## config.mk

```make
export PLATFORM = sky130hd
export DESIGN_NAME = texel_format_to_rgba8
export DESIGN_NICKNAME = d
export VERILOG_FILES = /design/src/sv/tfr_pkg.sv /design/src/sv/tfr_expand.sv /design/src/sv/texel_format_to_rgba8.sv
export SDC_FILE = /design/constraint.sdc
export NUM_CORES = 1
export LEC_CHECK = 0
export ABC_AREA = 1
export BUFFER_PORTS_ARGS = -buffer_cell sky130_fd_sc_hd__buf_4
export CORE_ASPECT_RATIO = 0.7
export CORE_MARGIN = 2
export CORE_UTILIZATION = 69
export DETAILED_ROUTE_END_ITERATION = 6
export PLACE_DENSITY = 0.91
export RECOVER_POWER = 100
export SLEW_MARGIN = 20
export SYNTH_ARGS = -nofsm -noshare
export SYNTH_HDL_FRONTEND = slang
export SYNTH_HIERARCHICAL = 1
export SYNTH_SLANG_ARGS = --single-unit
export TNS_END_PERCENT = 10
```

## constraint.sdc

```tcl
create_clock -name clk -period 12.07 [get_ports clk]
set_input_delay 1.8105 -clock clk [delete_from_list [all_inputs] [get_ports clk]]
set_output_delay 1.8105 -clock clk [all_outputs]
set_load 0.005 [all_outputs]
```

## src/sv/tfr_pkg.sv

```systemverilog
// Shared types, format codes and expansion tables for the texel format expander.
`default_nettype none

package tfr_pkg;

  // Texel format codes held in the format register
  typedef enum logic [3:0] {
    FMT_RGBA32 = 4'd0,
    FMT_RGBA16 = 4'd1,
    FMT_IA16   = 4'd2,
    FMT_IA8    = 4'd3,
    FMT_IA4    = 4'd4,
    FMT_I8     = 4'd5,
    FMT_I4     = 4'd6,
    FMT_PAL4   = 4'd7,
    FMT_PAL8   = 4'd8
  } tfr_fmt_t;

  // Configuration register indexes
  localparam logic [2:0] CFG_FORMAT     = 3'd0;
  localparam logic [2:0] CFG_LOAD_RAW   = 3'd1;
  localparam logic [2:0] CFG_TINT_RED   = 3'd2;
  localparam logic [2:0] CFG_TINT_GREEN = 3'd3;
  localparam logic [2:0] CFG_TINT_BLUE  = 3'd4;
  localparam logic [2:0] CFG_TINT_ALPHA = 3'd5;

  localparam int unsigned CFG_INDEX_W = 3;
  localparam int unsigned CFG_DATA_W  = 9;
  localparam int unsigned TINT_W      = 9;
  localparam logic [TINT_W-1:0] TINT_ONE = 9'd256;

  // x * 255 / 31, truncated
  localparam logic [7:0] EXP5 [32] = '{
    8'd0,   8'd8,   8'd16,  8'd24,  8'd32,  8'd41,  8'd49,  8'd57,
    8'd65,  8'd74,  8'd82,  8'd90,  8'd98,  8'd106, 8'd115, 8'd123,
    8'd131, 8'd139, 8'd148, 8'd156, 8'd164, 8'd172, 8'd180, 8'd189,
    8'd197, 8'd205, 8'd213, 8'd222, 8'd230, 8'd238, 8'd246, 8'd255
  };

  // x * 255 / 7, truncated
  localparam logic [7:0] EXP3 [8] = '{
    8'd0, 8'd36, 8'd72, 8'd109, 8'd145, 8'd182, 8'd218, 8'd255
  };

  // One expanded pixel before tinting
  typedef struct packed {
    logic [7:0] red;
    logic [7:0] green;
    logic [7:0] blue;
    logic [7:0] alpha;
    logic       run_end;
    logic       unsupported;
  } tfr_pixel_t;

  // Nibble formats give two pixels per word
  function automatic logic tfr_two_pixels(input logic [3:0] fmt, input logic raw);
    tfr_two_pixels = !raw && (fmt == FMT_IA4 || fmt == FMT_I4);
  endfunction

endpackage

`default_nettype wire

```

## src/sv/tfr_expand.sv

```systemverilog
// Decodes one pixel of a source word in the configured texel format.
`default_nettype none

module tfr_expand (
  input  wire logic [3:0]          fmt,
  input  wire logic                raw,
  input  wire logic [31:0]         word,
  input  wire logic                half,
  output tfr_pkg::tfr_pixel_t      pix
);
  import tfr_pkg::*;

  logic [7:0] b1;
  logic [7:0] b2;
  logic [3:0] nib;
  logic       pal;
  logic       two;

  assign b1  = word[15:8];
  assign b2  = word[7:0];
  assign nib = half ? b2[3:0] : b2[7:4];
  assign pal = (fmt == FMT_PAL4) || (fmt == FMT_PAL8);
  assign two = tfr_two_pixels(fmt, raw);

  always_comb begin
    pix             = '0;
    pix.run_end     = !two || half;
    pix.unsupported = 1'b0;
    priority if (pal) begin
      pix.unsupported = 1'b1;
    end else if (raw) begin
      pix.red   = word[31:24];
      pix.green = word[23:16];
      pix.blue  = word[15:8];
      pix.alpha = word[7:0];
    end else begin
      case (fmt)
        FMT_RGBA32: begin
          pix.red   = word[31:24];
          pix.green = word[23:16];
          pix.blue  = word[15:8];
          pix.alpha = word[7:0];
        end
        FMT_RGBA16: begin
          pix.red   = EXP5[b1[7:3]];
          pix.green = EXP5[{b1[2:0], b2[7:6]}];
          pix.blue  = EXP5[b2[5:1]];
          pix.alpha = {8{b2[0]}};
        end
        FMT_IA16: begin
          pix.red   = b1;
          pix.green = b1;
          pix.blue  = b1;
          pix.alpha = b2;
        end
        FMT_IA8: begin
          pix.red   = {b2[7:4], b2[7:4]};
          pix.green = {b2[7:4], b2[7:4]};
          pix.blue  = {b2[7:4], b2[7:4]};
          pix.alpha = {b2[3:0], b2[3:0]};
        end
        FMT_IA4: begin
          pix.red   = EXP3[nib[3:1]];
          pix.green = EXP3[nib[3:1]];
          pix.blue  = EXP3[nib[3:1]];
          pix.alpha = {8{nib[0]}};
        end
        FMT_I8: begin
          pix.red   = b2;
          pix.green = b2;
          pix.blue  = b2;
          pix.alpha = 8'hFF;
        end
        FMT_I4: begin
          pix.red   = {nib, nib};
          pix.green = {nib, nib};
          pix.blue  = {nib, nib};
          pix.alpha = 8'hFF;
        end
        default: begin
          // unlisted code
          pix.unsupported = 1'b1;
        end
      endcase
    end
  end

endmodule

`default_nettype wire

```

## src/sv/texel_format_to_rgba8.sv

```systemverilog
// Top level: texel format expander to tinted RGBA8 pixels.
`default_nettype none

// Takes one source word per handshake and emits RGBA8 pixel words, one per
// cycle while out_ready is high. RGBA32, RGBA5551, IA16, IA8 and I8 give one
// pixel per word; IA4 and I4 give two (high nibble first) and hold the input
// until both go. Narrow units sit in the low bits of source_word, first byte
// uppermost. load_raw makes every non-palette format pass as RGBA32. Palette
// formats, and unlisted codes outside raw mode, give one word with
// unsupported set and all channels zero. Each channel is multiplied by its
// 9-bit tint (256 = 1.0), truncated and clamped to 255.
// Pipeline: input register with nibble select and format decode, decoded
// pixel register, product register (four 8x9 multipliers), saturated output
// register. Sustained rate: one pixel per cycle while out_ready is high;
// single-pixel formats take a new word with every pixel and nibble formats
// with every second pixel, as the input register's nibble sequencing sets.
// Stalls on out_ready back up stage by stage; bubbles are squeezed out.
// Configuration writes are always ready and take effect at once; write them
// only while the block is idle.
module texel_format_to_rgba8 (
  input  wire logic                          clk,
  input  wire logic                          rst,
  // configuration write channel
  input  wire logic                          cfg_valid,
  output logic                               cfg_ready,
  input  wire logic [tfr_pkg::CFG_INDEX_W-1:0] cfg_index,
  input  wire logic [tfr_pkg::CFG_DATA_W-1:0]  cfg_data,
  // source word channel
  input  wire logic                          in_valid,
  output logic                               in_ready,
  input  wire logic [31:0]                   source_word,
  input  wire logic                          final_unit,
  // pixel word channel
  output logic                               out_valid,
  input  wire logic                          out_ready,
  output logic [7:0]                         red,
  output logic [7:0]                         green,
  output logic [7:0]                         blue,
  output logic [7:0]                         alpha,
  output logic                               run_end,
  output logic                               texture_end,
  output logic                               unsupported
);
  import tfr_pkg::*;

  // configuration registers
  logic [3:0]        texel_format;
  logic              load_raw;
  logic [TINT_W-1:0] tint_red;
  logic [TINT_W-1:0] tint_green;
  logic [TINT_W-1:0] tint_blue;
  logic [TINT_W-1:0] tint_alpha;

  assign cfg_ready = 1'b1;

  always_ff @(posedge clk) begin
    if (rst) begin
      texel_format <= FMT_RGBA32;
      load_raw     <= 1'b0;
      tint_red     <= TINT_ONE;
      tint_green   <= TINT_ONE;
      tint_blue    <= TINT_ONE;
      tint_alpha   <= TINT_ONE;
    end else if (cfg_valid && cfg_ready) begin
      case (cfg_index)
        CFG_FORMAT:     texel_format <= cfg_data[3:0];
        CFG_LOAD_RAW:   load_raw     <= cfg_data[0];
        CFG_TINT_RED:   tint_red     <= cfg_data;
        CFG_TINT_GREEN: tint_green   <= cfg_data;
        CFG_TINT_BLUE:  tint_blue    <= cfg_data;
        CFG_TINT_ALPHA: tint_alpha   <= cfg_data;
        default: ;  // writes beyond the register list are dropped
      endcase
    end
  end

  // stage enables, from the output back
  logic adv1;
  logic adv2;
  logic adv3;

  // stage 0: held source word, sequenced one pixel at a time
  logic        s0_valid;
  logic [31:0] s0_word;
  logic        s0_fin;
  logic        s0_half;
  tfr_pixel_t  s0_pix;

  tfr_expand u_expand (
    .fmt  (texel_format),
    .raw  (load_raw),
    .word (s0_word),
    .half (s0_half),
    .pix  (s0_pix)
  );

  assign in_ready = !s0_valid || (adv1 && s0_pix.run_end);

  always_ff @(posedge clk) begin
    if (rst) begin
      s0_valid <= 1'b0;
      s0_half  <= 1'b0;
    end else if (in_valid && in_ready) begin
      s0_valid <= 1'b1;
      s0_half  <= 1'b0;
    end else if (s0_valid && adv1) begin
      // last pixel leaves: empty; else step to the low nibble
      if (s0_pix.run_end) begin
        s0_valid <= 1'b0;
      end else begin
        s0_half <= 1'b1;
      end
    end
  end

  always_ff @(posedge clk) begin
    if (in_valid && in_ready) begin
      s0_word <= source_word;
      s0_fin  <= final_unit;
    end
  end

  // stage 1: decoded pixel
  logic       s1_valid;
  tfr_pixel_t s1_pix;
  logic       s1_fin;

  // stage 2: tint products
  logic        s2_valid;
  logic [16:0] s2_prod_r;
  logic [16:0] s2_prod_g;
  logic [16:0] s2_prod_b;
  logic [16:0] s2_prod_a;
  logic        s2_run_end;
  logic        s2_fin;
  logic        s2_unsup;

  // stage 3: output register
  logic s3_valid;

  assign adv3 = !s3_valid || out_ready;
  assign adv2 = !s2_valid || adv3;
  assign adv1 = !s1_valid || adv2;

  always_ff @(posedge clk) begin
    if (rst) begin
      s1_valid <= 1'b0;
      s2_valid <= 1'b0;
      s3_valid <= 1'b0;
    end else begin
      if (adv1) begin
        s1_valid <= s0_valid;
      end
      if (adv2) begin
        s2_valid <= s1_valid;
      end
      if (adv3) begin
        s3_valid <= s2_valid;
      end
    end
  end

  always_ff @(posedge clk) begin
    if (adv1 && s0_valid) begin
      s1_pix <= s0_pix;
      s1_fin <= s0_fin;
    end
  end

  // 8 x 9 products; unsupported pixels carry zero channels so they stay zero
  always_ff @(posedge clk) begin
    if (adv2 && s1_valid) begin
      s2_prod_r  <= 17'(s1_pix.red)   * 17'(tint_red);
      s2_prod_g  <= 17'(s1_pix.green) * 17'(tint_green);
      s2_prod_b  <= 17'(s1_pix.blue)  * 17'(tint_blue);
      s2_prod_a  <= 17'(s1_pix.alpha) * 17'(tint_alpha);
      s2_run_end <= s1_pix.run_end;
      s2_fin     <= s1_fin;
      s2_unsup   <= s1_pix.unsupported;
    end
  end

  // drop 8 fraction bits, clamp at 255
  always_ff @(posedge clk) begin
    if (adv3 && s2_valid) begin
      red         <= s2_prod_r[16] ? 8'hFF : s2_prod_r[15:8];
      green       <= s2_prod_g[16] ? 8'hFF : s2_prod_g[15:8];
      blue        <= s2_prod_b[16] ? 8'hFF : s2_prod_b[15:8];
      alpha       <= s2_prod_a[16] ? 8'hFF : s2_prod_a[15:8];
      run_end     <= s2_run_end;
      texture_end <= s2_run_end && s2_fin;
      unsupported <= s2_unsup;
    end
  end

  assign out_valid = s3_valid;

endmodule

`default_nettype wire

```

# Yosys cells after proc, flatten, opt, wreduce, memory -nomap -nowiden
# Memories as Yosys holds them, arrays and structs flattened.
# Cells that the tools add are included.
# totals
regBits,220
mem_bits_ro,832
in_bits,50
output_inout_bits,38
elab_cells,114
memories,4
# classes
n_mul,4
magnitude_cmp,4
eq_ne,13
n_mux,16
n_bitwise,5
reduce_logical,34
# memory_table
memory,words,width,rd,rd_ports_with_merged_regs,write_ports,line_no,text
(name not given),32,8,1,0,0,tfr_expand.sv:45,pix.red = EXP5[b1[7:3]];
(name not given),32,8,1,0,0,tfr_expand.sv:46,"pix.green = EXP5[{b1[2:0], b2[7:6]}];"
(name not given),32,8,1,0,0,tfr_expand.sv:47,pix.blue = EXP5[b2[5:1]];
(name not given),8,8,1,0,0,tfr_expand.sv:63,pix.red = EXP3[nib[3:1]];
# ops
operator,count
$pmux W32 S7,1
$mul A8 B9 Y17,4
$mux W8,8
$mux W32,1
$ge A6 B6 Y1 const B,3
$not A5 Y6,3
$eq A4 B3 Y1 const B,4
$reduce_and A2 Y1,8
$eq A4 B2 Y1 const B,2
$logic_and A1 B1 Y1,7
$logic_or A1 B1 Y1,7
$reduce_or A7 Y1,1
$eq A3 B2 Y1 const B,2
$eq A3 B3 Y1 const B,2
$logic_not A1 Y1,6
$mux W1,5
$eq A4 B1 Y1 const B,1
$eq A4 B4 Y1 const B,1
$ge A4 B4 Y1 const B,1
$logic_not A4 Y1,1
$mux W4,1
$not A3 Y4,1
$reduce_bool A2 Y1,2
$eq A3 B1 Y1 const B,1
other kinds (3),3

# Depth between registers and ports, before layout
# Gate-level depths: netlist (run 1).
# depth
ltp_word,10
mapped_depth,20
ltp_nobuf,19

# Cells and area by module
# The synthesis (run 1) kept the hierarchy.
# modules_own_cells
mod,instances,cells_each,area_each_um2,seq_area_each_um2
texel_format_to_rgba8,1,1948,16309.4,5185.0
tfr_expand,1,351,1641.6,0.0

# Least setup slack after synthesis (run 1)
# No wires, ideal clock.
# synth_path
path_kind,input port to output port
start,input port out_ready
end,output port in_ready
t_arrival_ns,2.337
required_time_ns,10.259
slack_ns,7.923
path_stages,6
path_cell_list,inv_1 nand2_1 nor2_1 nand2_1 a21oi_1 inv_1
# synth_between
elab_chain_cells,5
# synth_rtl
element,line_no,text
"start, declared",texel_format_to_rgba8.sv:35,"input wire logic out_ready,"
$logic_or A1 B1 Y1,texel_format_to_rgba8.sv:141,assign adv3 = !s3_valid || out_ready;
$logic_or A1 B1 Y1,texel_format_to_rgba8.sv:142,assign adv2 = !s2_valid || adv3;
$logic_or A1 B1 Y1,texel_format_to_rgba8.sv:143,assign adv1 = !s1_valid || adv2;
$logic_and A1 B1 Y1,texel_format_to_rgba8.sv:97,assign in_ready = !s0_valid || (adv1 && s0_pix.run_end);
$logic_or A1 B1 Y1,texel_format_to_rgba8.sv:97,
"end, declared",texel_format_to_rgba8.sv:30,"output logic in_ready,"
# No other way between the ends.

# Worst setup path after layout (run 1)
# layout_path
start,register s1_pix[4] in the netlist's numbering
end,register s2_prod_a[12] (data pin)
# layout_between
elab_chain_cells,1
# layout_rtl
element,line_no,text
"start, declared",texel_format_to_rgba8.sv:125,tfr_pixel_t s1_pix;
"start signal, assigned",texel_format_to_rgba8.sv:165,s1_pix <= s0_pix;
$mul A8 B9 Y17,texel_format_to_rgba8.sv:176,s2_prod_a <= 17'(s1_pix.alpha) * 17'(tint_alpha);
"end signal, assigned",texel_format_to_rgba8.sv:176,
"end, declared",texel_format_to_rgba8.sv:133,logic [16:0] s2_prod_a;
# No other way between the ends.
# A chain may end at the register's enable or synchronous reset.

==> flow_summary_export.csv, run 1 <==
group,metric,value,unit
status,status,"finished with violations",
status,violations,"capacitance limit, slew limit",
sta,drv_slew,106,
power_and_ir_drop,p_per_area,89.4,nW/um^2
synthesis,avgSynthCellArea,7.81,um^2
clock_network,clock_sinks,188,
grt,grt_usage,33.9,%
grt,overflow,0,
layout,diodes,0,
sta,finalSetupViolCount,0,
sta,max_freq,0.212,GHz
hold_path,holdPathStages,0,
clock_network,holdBufCountCts,0,
clock_network,clk_latency,0.46,ns
clock_network,path_clk_slew,0.08,ns
sta,fin_crit,4.71,ns
clock_network,postCtsSetupRepairBufs,0,
setup_path,worstSetupPathType,"flip-flop to flip-flop",
synthesis,syn-cell-area,18000,um^2
sta,hold_viol_final,0,
synthesis,synth_top_area_cell,"edfxtp_1",
clock_network,clock-root-buffer,"clkbuf_16",
grt,first_global_vias,14982,
place,gp_congestion,1.03,
synthesis,syn_inst,2299,
grt,grt_max_degree,42,
routing,drcViolationCount,0,
floorplan,fp.dieH,139,um
floorplan,die_area,27300,um^2
synthesis,synth.most_common_cell,"nand2_1",
run,drv_cap,3,
routing,drt_first_pass_iters,7,
floorplan,initial_core_util,70.0,%
hold_path,hold_path.startpoint,"s1_fin$_DFFE_PP_",
hold_path,min_delay_worst_endpoint,"s2_fin$_DFFE_PP_",
grt,antenna_found_initial,0,
synthesis,ys_types,45,
setup_path,ff2ff_setup_slack,7.36,ns
setup_path,critical_path_arrival,4.88,ns
setup_path,reg2reg_depth,14,
sta,final.setup.tns,0,ns
synthesis,synthArstFlopShare,0,%
layout,final.fill_count,1833,
clock_network,cts_tree,"built",
layout,largest-register,"s1_pix",
synthesis,synth-seq-area-share,28.9,%
routing,drt_iter0_markers,2108,
routing,vias,15074,
place,io_buffers,86,
layout,reg_top3,"s1_pix (34), s0_word (32)",
routing,detail-route-antenna-nets,0,
routing,routedWlPerCell,16.7,um
synthesis,yosysWarningCount,6,
sta,maxSlewHeadroom,-47.7,%
sta,tightest_slew,2.22,ns
layout,nets,2676,
clock_network,cts_max_level,4,
routing,wl,44.4,mm
synthesis,ys_top_cells_by_area,"edfxtp_1 (24%), fa_1 (18%), nand2_1 (12%)",
layout,layout-drive-gt1-share,7.79,%
hold_path,hp-class,"flip-flop to flip-flop",
clock_network,post_cts_resized,0,
clock_network,cts_buffers,17,
synthesis,ys_seq_elements,188,
routing,vias_per_cell,5.65,
synthesis,syn_nets,2651,
place,dp_hpwl,34.1,mm
grt,grt_pass1_wl,72.7,mm
power_and_ir_drop,peakVddDrop,0.155,mV
floorplan,die_w,197,um
sta,period_share,39.0,%
setup_path,critPathCaptureType,"flip-flop",
synthesis,synthFlopType,"edfxtp_1",
floorplan,ioPinCount,88,
synthesis,synth_top_area_share,23.8,%
synthesis,synthTopCellsByCount,"nand2_1 (579), inv_1 (560), nor2_1 (170)",
setup_path,worstReg2RegStart,"s1_pix[4]$_DFFE_PP_",
layout,largest_register_ffs,34,
setup_path,cp-start-kind,"flip-flop",
sta,rsz0062_at_grt,"false",
clock_network,clk_path_buf_depth,2,
setup_path,rr_endpoint,"s2_prod_a[12]$_DFFE_PP_",
layout,area_growth,6.37,%
floorplan,core-area,25600,um^2
power_and_ir_drop,total_power,1710,uW
setup_path,required,12.24,ns
synthesis,synth_edf_count,142,
setup_path,path_max_fanout,9,
sta,finClkSkew,0.0236,ns
floorplan,rows,49,
power_and_ir_drop,p_leak,0.0111,uW
[metal layers]
metal	share of wire [%]	track usage, %	wire, um
met3	12	8.61	5390
met4	3.1	13.2	1390
met1	40	46.5	17900
met2	44	52.1	19800
met5	0	0	0
[layout by cell type (no fill, tap or decap), types with 15 or more instances in the layout]
cell type,netlist,routed
a21oi_1,75,76
clkbuf_1,60,16
clkbuf_16,0,17
clkbuf_4,0,65
dfxtp_1,46,46
edfxtp_1,142,142
fa_1,164,164
ha_1,138,138
inv_1,560,561
nand2_1,579,579
nand3_1,79,79
nor2_1,170,170
o21ai_0,99,107
or2_2,32,32
xor2_1,15,15
[worst max-delay path, stage by stage, from the launching register on]
cell and delay (ns):
edfxtp_1 0.60, nand2_1 0.17, fa_1 0.54, fa_1 0.55, inv_1 0.05, fa_1 0.49
fa_1 0.43, ha_1 0.36, nand2_1 0.10, inv_1 0.08, nand3_1 0.07, o21ai_0 0.59
nand2_1 0.15, nand3_1 0.11, nand2_1 0.12
[layout make-up]
type                       count  area [um^2]  share of cell area, %
clock buffer                  21          440                   2.31
clock inverter                11         98.8                  0.518
inverter                     575         2160                   11.3
multi-input combinational   1452        10200                   53.2
sequential                   188         5180                   27.2
tap                          331          414                   2.17
timing repair buffer          90          631                   3.30
[power by group]
part | internal (uW) | switching (uW)
clock | 272 | 282
combinational | 132 | 237
sequential | 736 | 47.1
[worst max-delay path by stage]
stage | from | end | depth (start not counted)
final | s1_pix[4]$_DFFE_PP_ | s2_prod_a[12]$_DFFE_PP_ | 14
after global routing | s1_pix[31]$_DFFE_PP_ | s2_prod_r[16]$_DFFE_PP_ | 16
after CTS | out_ready | in_ready | 8
after detailed placement | out_ready | in_ready | 8
after global placement | out_ready | in_ready | 8
after floorplan | out_ready | in_ready | 6
[cell families (layout without fill, tap and decap cells)]
family          Yosys count  count (layout)  share of synthesized area [%]
compound gates          226             226                           7.09
xor+xnor                 17              17                          0.829
fa+ha+maj               302             302                           27.9
buf+inv                 659             697                           14.3
flops                   188             188                           28.9
other cells               1               1                         0.0209
simple gates            906             906                           20.9
[stage by stage]
stage	setup WS [ns]	area (um^2)	cells	utilization (%)	hold WS [ns]
floorplan	7.92	18000	2299	-	0.400
global placement	7.51	18600	2636	72.7	0.401
detailed placement	7.49	18600	2636	72.7	0.406
CTS	7.50	19200	2668	74.8	0.418
global route	7.27	19100	2668	74.5	0.433
finish	7.36	19100	2668	74.5	0.419
Note: power is estimated with default switching activity, not from simulation.
==> run 2, diff against run 1 <==
--- a/config.mk
+++ b/config.mk
@@ -5,13 +5,13 @@
 export SDC_FILE = /design/constraint.sdc
 export NUM_CORES = 1
 export LEC_CHECK = 0
-export ABC_AREA = 1
+export ABC_AREA = 0
 export BUFFER_PORTS_ARGS = -buffer_cell sky130_fd_sc_hd__buf_4
 export CORE_ASPECT_RATIO = 0.7
 export CORE_MARGIN = 2
-export CORE_UTILIZATION = 69
+export CORE_UTILIZATION = 57
 export DETAILED_ROUTE_END_ITERATION = 6
-export PLACE_DENSITY = 0.91
+export PLACE_DENSITY = 0.81
 export RECOVER_POWER = 100
 export SLEW_MARGIN = 20
 export SYNTH_ARGS = -nofsm -noshare
==> constraint.sdc (replaced) <==
create_clock -name clk -period 4.29 [get_ports clk]
set_input_delay 0.6435 -clock clk [delete_from_list [all_inputs] [get_ports clk]]
set_output_delay 0.6435 -clock clk [all_outputs]
set_load 0.005 [all_outputs]
==> run 2 against run 1 <==
Effect of this change:
- largest power group unchanged
- combinational power is 110% higher
- the flow finishes with violations (capacitance limit, slew limit, setup timing)
- synthesized cell count is 30% lower
- critical path depth stayed put
- hold slack worse by 0.030 ns
- core utilization is 8.3 points lower
- die area is 11% higher
- sequential share of layout area is 0.14 points higher
- via count is 17% lower
- first-iteration DRC count is 43% lower
- routed wire length is 11% lower
- clock-buffer cell count is 1 lower
==> flow_summary_export.csv, run 2 <==
group,metric,value,unit
layout,area_growth,15.1,%
sta,rsz0062_at_grt,"true",
setup_path,crit_cells,14,
setup_path,crit_slowest_cell,"fa_1",
clock_network,clk_path_buf_depth,2,
layout,largest_register_ffs,34,
layout,reg_top3,"s1_pix (34), s0_word (32)",
setup_path,crit_top_cell,"fa_1",
synthesis,yosysWarningCount,6,
power_and_ir_drop,p_int,3200,uW
hold_path,holdPathStages,1,
setup_path,cp-startpoint,"s1_pix[12]$_DFFE_PP_",
setup_path,worstSetupPathType,"flip-flop to flip-flop",
hold_path,hp-class,"primary input to flip-flop",
floorplan,die_w,207,um
power_and_ir_drop,combPwrFrac,16.9,%
sta,setup_slack,-0.0723,ns
setup_path,worstReg2RegStart,"s1_pix[12]$_DFFE_PP_",
status,status,"finished with violations",
run,drv_cap,5,
synthesis,synth_top_area_cell,"edfxtp_1",
routing,vias_per_cell,5.70,
setup_path,path_max_fanout,3,
power_and_ir_drop,clkPwrFrac,35.8,%
sta,drv_slew,102,
synthesis,synth_edf_count,142,
synthesis,ys_seq_elements,188,
power_and_ir_drop,peakVddDrop,0.309,mV
grt,grt_pass1_wl,64.3,mm
sta,max_freq,0.229,GHz
layout,layout-drive-gt1-share,18.1,%
layout,nets,2146,
layout,largest-register,"s1_pix",
setup_path,reg2reg_depth,14,
layout,register_area,5180,um^2
routing,drt_iter0_markers,1212,
grt,overflow,0,
sta,fin_crit,4.36,ns
place,io_buffers,86,
setup_path,max_stage_delay,0.53,ns
power_and_ir_drop,p_leak,0.00879,uW
floorplan,initial_core_util,57.6,%
status,violations,"capacitance limit, slew limit, setup timing",
setup_path,critPathCaptureType,"flip-flop",
place,dp_hpwl,30.5,mm
power_and_ir_drop,power_frac_seq,47.3,%
clock_network,cts_tree,"built",
grt,antenna_found_initial,1,
clock_network,clock_sinks,188,
sta,tightest_slew,2.28,ns
setup_path,path_cells,"and2_4 > fa_1 > fa_1 > inv_1 > fa_1 > inv_1 > fa_1 > ha_1 > a21o_1 > a21o_1 > a21oi_2 > a21oi_2 > or4_1 > o211a_1",
place,gp_congestion,0.978,
power_and_ir_drop,swShare,28.8,%
synthesis,synth.most_common_cell,"inv_1",
routing,wl,39.7,mm
layout,diodes,0,
setup_path,critPathTopFamily,"adder cells",
synthesis,syn_nets,1967,
setup_path,cp-start-kind,"flip-flop",
clock_network,clock-root-buffer,"clkbuf_16",
place,dp_cells,2145,
grt,first_global_vias,12422,
layout,final_common_cell,"inv_1",
routing,vias,12455,
sta,hold-worst-slack,0.388,ns
clock_network,cts_max_level,4,
synthesis,synthFlopType,"edfxtp_1",
setup_path,required,4.50,ns
routing,drt_first_pass_iters,6,
setup_path,rr_endpoint,"s2_prod_b[15]$_DFFE_PP_",
synthesis,syn_inst,1615,
synthesis,synthArstFlopShare,0,%
sta,maxSlewHeadroom,-53.6,%
routing,drcViolationCount,0,
floorplan,ioPinCount,88,
sta,period_share,102,%
layout,final_cells,2185,
synthesis,ys_types,92,
floorplan,core-area,28700,um^2
grt,grt_max_degree,47,
layout,final.fill_count,2180,
synthesis,synthTopCellsByCount,"inv_1 (231), and2_1 (225), fa_1 (164)",
floorplan,fp.dieH,146,um
clock_network,path_clk_slew,0.07,ns
clock_network,clk_latency,0.46,ns
setup_path,critical_path_arrival,4.57,ns
layout,final_cell_mix,"inv_1 (230), and2_1 (213), nand2_1 (162)",
sta,finalSetupViolCount,8,
routing,detail-route-antenna-nets,0,
floorplan,rows,52,
setup_path,crit_buf_inv,2,
floorplan,die_area,30400,um^2
setup_path,cp-endpoint,"s2_prod_b[15]$_DFFE_PP_",
setup_path,ff2ff_setup_slack,-0.07,ns
clock_network,cts_buffers,17,
power_and_ir_drop,p_per_area,236,nW/um^2
synthesis,syn-cell-area,16500,um^2
routing,routedWlPerCell,18.2,um
synthesis,ys_top_cells_by_area,"edfxtp_1 (26%), fa_1 (20%), ha_1 (10%)",
layout,multi_input_area,10400,um^2
sta,hold_viol_final,0,
synthesis,synth-seq-area-share,31.4,%
synthesis,avgSynthCellArea,10.2,um^2
synthesis,synth_top_area_share,25.8,%
sta,finClkSkew,0.0129,ns
grt,grt_usage,26.7,%
power_and_ir_drop,p_sw,1300,uW
run 2: power by group through the flow:
stage          registers [uW]  logic (uW)  clock network [uW]
2_1_floorplan            2130         469                   0
3_3_place_gp             2160         699                   0
3_5_place_dp             2160         725                   0
6_report                 2130         760                1610
5_1_grt                  2130         847                1690
4_1_cts                  2120         750                1630
run 2: layout make-up:
cell class,count,area share [%]
Multi-Input combinational cell,1157,55.0
Clock buffer,20,2.43
Tap cell,378,2.49
Clock inverter,12,0.632
Sequential cell,188,27.3
Inverter,231,4.56
Timing Repair Buffer,199,7.62
run 2: how the worst min path moves through the flow:
stage / endpoint / from
after floorplan: s1_fin$_DFFE_PP_ / s0_fin$_DFFE_PP_
after global placement: s1_fin$_DFFE_PP_ / s0_fin$_DFFE_PP_
after detailed placement: s2_run_end$_DFFE_PP_ / s1_pix[1]$_DFFE_PP_
after CTS: s0_word[4]$_DFFE_PP_ / source_word[4]
after global routing: s0_word[4]$_DFFE_PP_ / source_word[4]
final: s0_word[17]$_DFFE_PP_ / source_word[17]
run 2: layer usage:
layer | share of wire (%) | vias up | wire length (um) | global-route usage (%)
li1 | - | 5732 | - | -
met1 | 44 | 6107 | 17500 | 38.7
met2 | 45 | 548 | 17700 | 40.0
met3 | 9.2 | 66 | 3660 | 6.78
met4 | 1.9 | 2 | 752 | 7.71
met5 | 0.030 | - | 12 | 0
run 2: repair_timing:
action                                  CTS  global route
pin swaps                                24            24
setup buffers                             6             1
endpoints found under the setup margin   19            29
hold buffers                              0             0
resized for setup                        29            25
run 2: through the flow:
stage	TNS, ns	area (um^2)	util [%]	power (uW)	setup WS [ns]
finish	-0.340	19000	66.2	4490	-0.0723
global route	-3.94	19000	66.2	4670	-0.259
CTS	-0.355	19000	66.2	4500	-0.0701
detailed placement	-1.87	18200	63.6	2890	-0.339
global placement	-0.231	18200	63.6	2860	-0.0732
floorplan	0	16500	-	2600	0.00279
run 2: cell families after synthesis:
group | count (synthesis) | synth area share, %
mux | 10 | 0.659
buf+inv | 270 | 6.50
fa+ha+maj | 304 | 30.5
other cells | 1 | 0.0227
compound gates | 235 | 10.2
flops | 188 | 31.4
simple gates | 580 | 19.3
xor+xnor | 27 | 1.43
==> run 3, diff against run 2 <==
--- a/config.mk
+++ b/config.mk
@@ -5,13 +5,12 @@
 export SDC_FILE = /design/constraint.sdc
 export NUM_CORES = 1
 export LEC_CHECK = 0
-export ABC_AREA = 0
 export BUFFER_PORTS_ARGS = -buffer_cell sky130_fd_sc_hd__buf_4
-export CORE_ASPECT_RATIO = 0.7
+export CORE_ASPECT_RATIO = 1.25
 export CORE_MARGIN = 2
-export CORE_UTILIZATION = 57
+export CORE_UTILIZATION = 35
 export DETAILED_ROUTE_END_ITERATION = 6
-export PLACE_DENSITY = 0.81
+export PLACE_DENSITY = 0.55
 export RECOVER_POWER = 100
 export SLEW_MARGIN = 20
 export SYNTH_ARGS = -nofsm -noshare
==> run 3 against run 2 <==
Effect of this change:
- die area rose by 61%
- highest routed layer is now met4
- the run still ends with capacitance limit, slew limit, setup timing left
- critical endpoint is now s2_prod_g[15]$_DFFE_PP_
- combinational power barely moved
- power fell by 0.75%
- register-to-register slack barely moved
- largest cell class unchanged
==> flow_summary_export.csv, run 3 (synthesized netlist as in run 2, its figures left out) <==
group,metric,value,unit
grt,grt_max_degree,47,
power_and_ir_drop,p_leak,0.00892,uW
clock_network,clk_path_buf_depth,2,
sta,period_share,101,%
clock_network,cts_max_level,4,
setup_path,critical_path_arrival,4.56,ns
status,status,"finished with violations",
run,drv_cap,3,
floorplan,fp.dieH,247,um
clock_network,path_clk_slew,0.07,ns
layout,area_growth,18.9,%
routing,detail-route-antenna-nets,0,
clock_network,cts_buffers,17,
floorplan,initial_core_util,35.2,%
routing,drt_first_pass_iters,5,
clock_network,clock-root-buffer,"clkbuf_16",
power_and_ir_drop,p_per_area,227,nW/um^2
sta,final.setup.tns,-0.178,ns
clock_network,clock_sinks,188,
sta,drv_slew,90,
grt,grt_usage,17.0,%
routing,vias_per_cell,4.82,
setup_path,cp-start-kind,"flip-flop",
sta,tightest_slew,2.38,ns
setup_path,required,4.50,ns
sta,setup_slack,-0.0595,ns
place,gp_congestion,0.917,
power_and_ir_drop,combPwrFrac,17.0,%
place,dp_hpwl,31.3,mm
grt,overflow,0,
power_and_ir_drop,swShare,27.1,%
power_and_ir_drop,p_sw,1210,uW
layout,nets,2168,
power_and_ir_drop,p_int,3250,uW
sta,finClkSkew,0.0103,ns
power_and_ir_drop,power_frac_seq,47.6,%
sta,hold_viol_final,0,
sta,max_freq,0.230,GHz
sta,finalSetupViolCount,7,
grt,antenna_found_initial,0,
sta,rsz0062_at_grt,"true",
place,io_buffers,86,
floorplan,rows,89,
setup_path,critPathCaptureType,"flip-flop",
status,violations,"capacitance limit, slew limit, setup timing",
layout,final_cell_mix,"inv_1 (226), and2_1 (198), nand2_1 (161)",
clock_network,clk_latency,0.46,ns
floorplan,die_area,48900,um^2
floorplan,ioPinCount,88,
routing,drcViolationCount,0,
routing,vias,11884,
floorplan,core-area,46900,um^2
sta,maxSlewHeadroom,-58.6,%
layout,diodes,0,
hold_path,hp-class,"primary input to flip-flop",
routing,wl,39.6,mm
setup_path,path_max_fanout,4,
layout,final_util,41.9,%
power_and_ir_drop,peakVddDrop,0.313,mV
grt,grt_pass1_wl,64.7,mm
sta,fin_crit,4.35,ns
layout,largest_register_ffs,34,
routing,drt_iter0_markers,623,
power_and_ir_drop,clkPwrFrac,35.4,%
layout,final_common_cell,"inv_1",
layout,largest-register,"s1_pix",
layout,layout-drive-gt1-share,21.0,%
setup_path,worstSetupPathType,"flip-flop to flip-flop",
clock_network,holdBufCountCts,0,
routing,routedWlPerCell,16.0,um
grt,first_global_vias,12440,
layout,reg_top3,"s1_pix (34), s0_word (32)",
floorplan,die_w,198,um
clock_network,cts_tree,"built",
[run 3: cell types whose count changed in the layout (fill, tap and decap cells not counted), moves of 5 or more]
| cell | delta |
|---|---|
| ha_1 | -6 |
| buf_6 | +5 |
| and2_4 | +16 |
| buf_4 | +19 |
| and2_1 | -15 |
[run 3: area by class of cell]
class / instances / area (um^2)
tap: 637 / 797
fill: 4546 / 27200
clock buffer: 21 / 470
sequential: 188 / 5190
clock inverter: 10 / 105
inverter: 231 / 867
timing repair buffer: 221 / 1650
multi-input combinational: 1157 / 10600
[run 3: metrics by stage]
step	cell area (um^2)	total power [uW]	std cells	hold slack, ns	setup slack [ns]
after detailed placement	18600	2890	2413	0.407	-0.182
after floorplan	16500	2600	1615	0.400	0.00279
after global placement	18600	2870	2413	0.405	-0.115
final	19600	4460	2465	0.378	-0.0595
after CTS	19400	4500	2456	0.329	-0.0349
after global routing	19600	4710	2465	0.355	-0.223
[run 3: power by group through the flow]
stage          Combinational [uW]  Sequential (uW)  Clock [uW]
2_1_floorplan                 469             2130           0
3_3_place_gp                  714             2160           0
3_5_place_dp                  726             2160           0
4_1_cts                       751             2120        1630
5_1_grt                       864             2130        1710
6_report                      759             2120        1580
[run 3: worst paths after layout]
check | start | end | slack, ns | depth (start not counted)
worst max-delay path | s1_pix[21]$_DFFE_PP_ | s2_prod_g[15]$_DFFE_PP_ | -0.06 | 16
worst min-delay path | source_word[16] | s0_word[16]$_DFFE_PP_ | 0.38 | 1
worst max register to register | s1_pix[21]$_DFFE_PP_ | s2_prod_g[15]$_DFFE_PP_ | -0.06 | 16
worst min register to register | s1_pix[1]$_DFFE_PP_ | s2_run_end$_DFFE_PP_ | 0.42 | 0
[run 3: worst max-delay path, stage by stage, from the launching register on]
cell       delay [ns]
edfxtp_1         0.46
buf_6            0.16
and2_4           0.15
fa_2             0.48
ha_4             0.28
inv_2            0.03
fa_1             0.54
inv_2            0.04
fa_1             0.55
ha_4             0.23
a2111oi_4        0.35
o21ai_2          0.11
o211ai_1         0.19
buf_4            0.18
nand3_2          0.05
a31oi_1          0.20
xnor2_1          0.09
[run 3: metal layers]
layer	global-route usage [%]	share of wire (%)	vias up	routed length, um
met5	0	0	-	0
met4	6.24	2.5	0	970
met3	2.06	2.8	51	1100
met2	30.6	51	240	20300
met1	20.7	43	5832	17200
li1	-	-	5761	-
[run 3: repair_timing]
item	in CTS	in global routing
gates resized for setup	30	63
setup endpoints to repair	19	28
pin swaps	29	50
buffers inserted	12	8
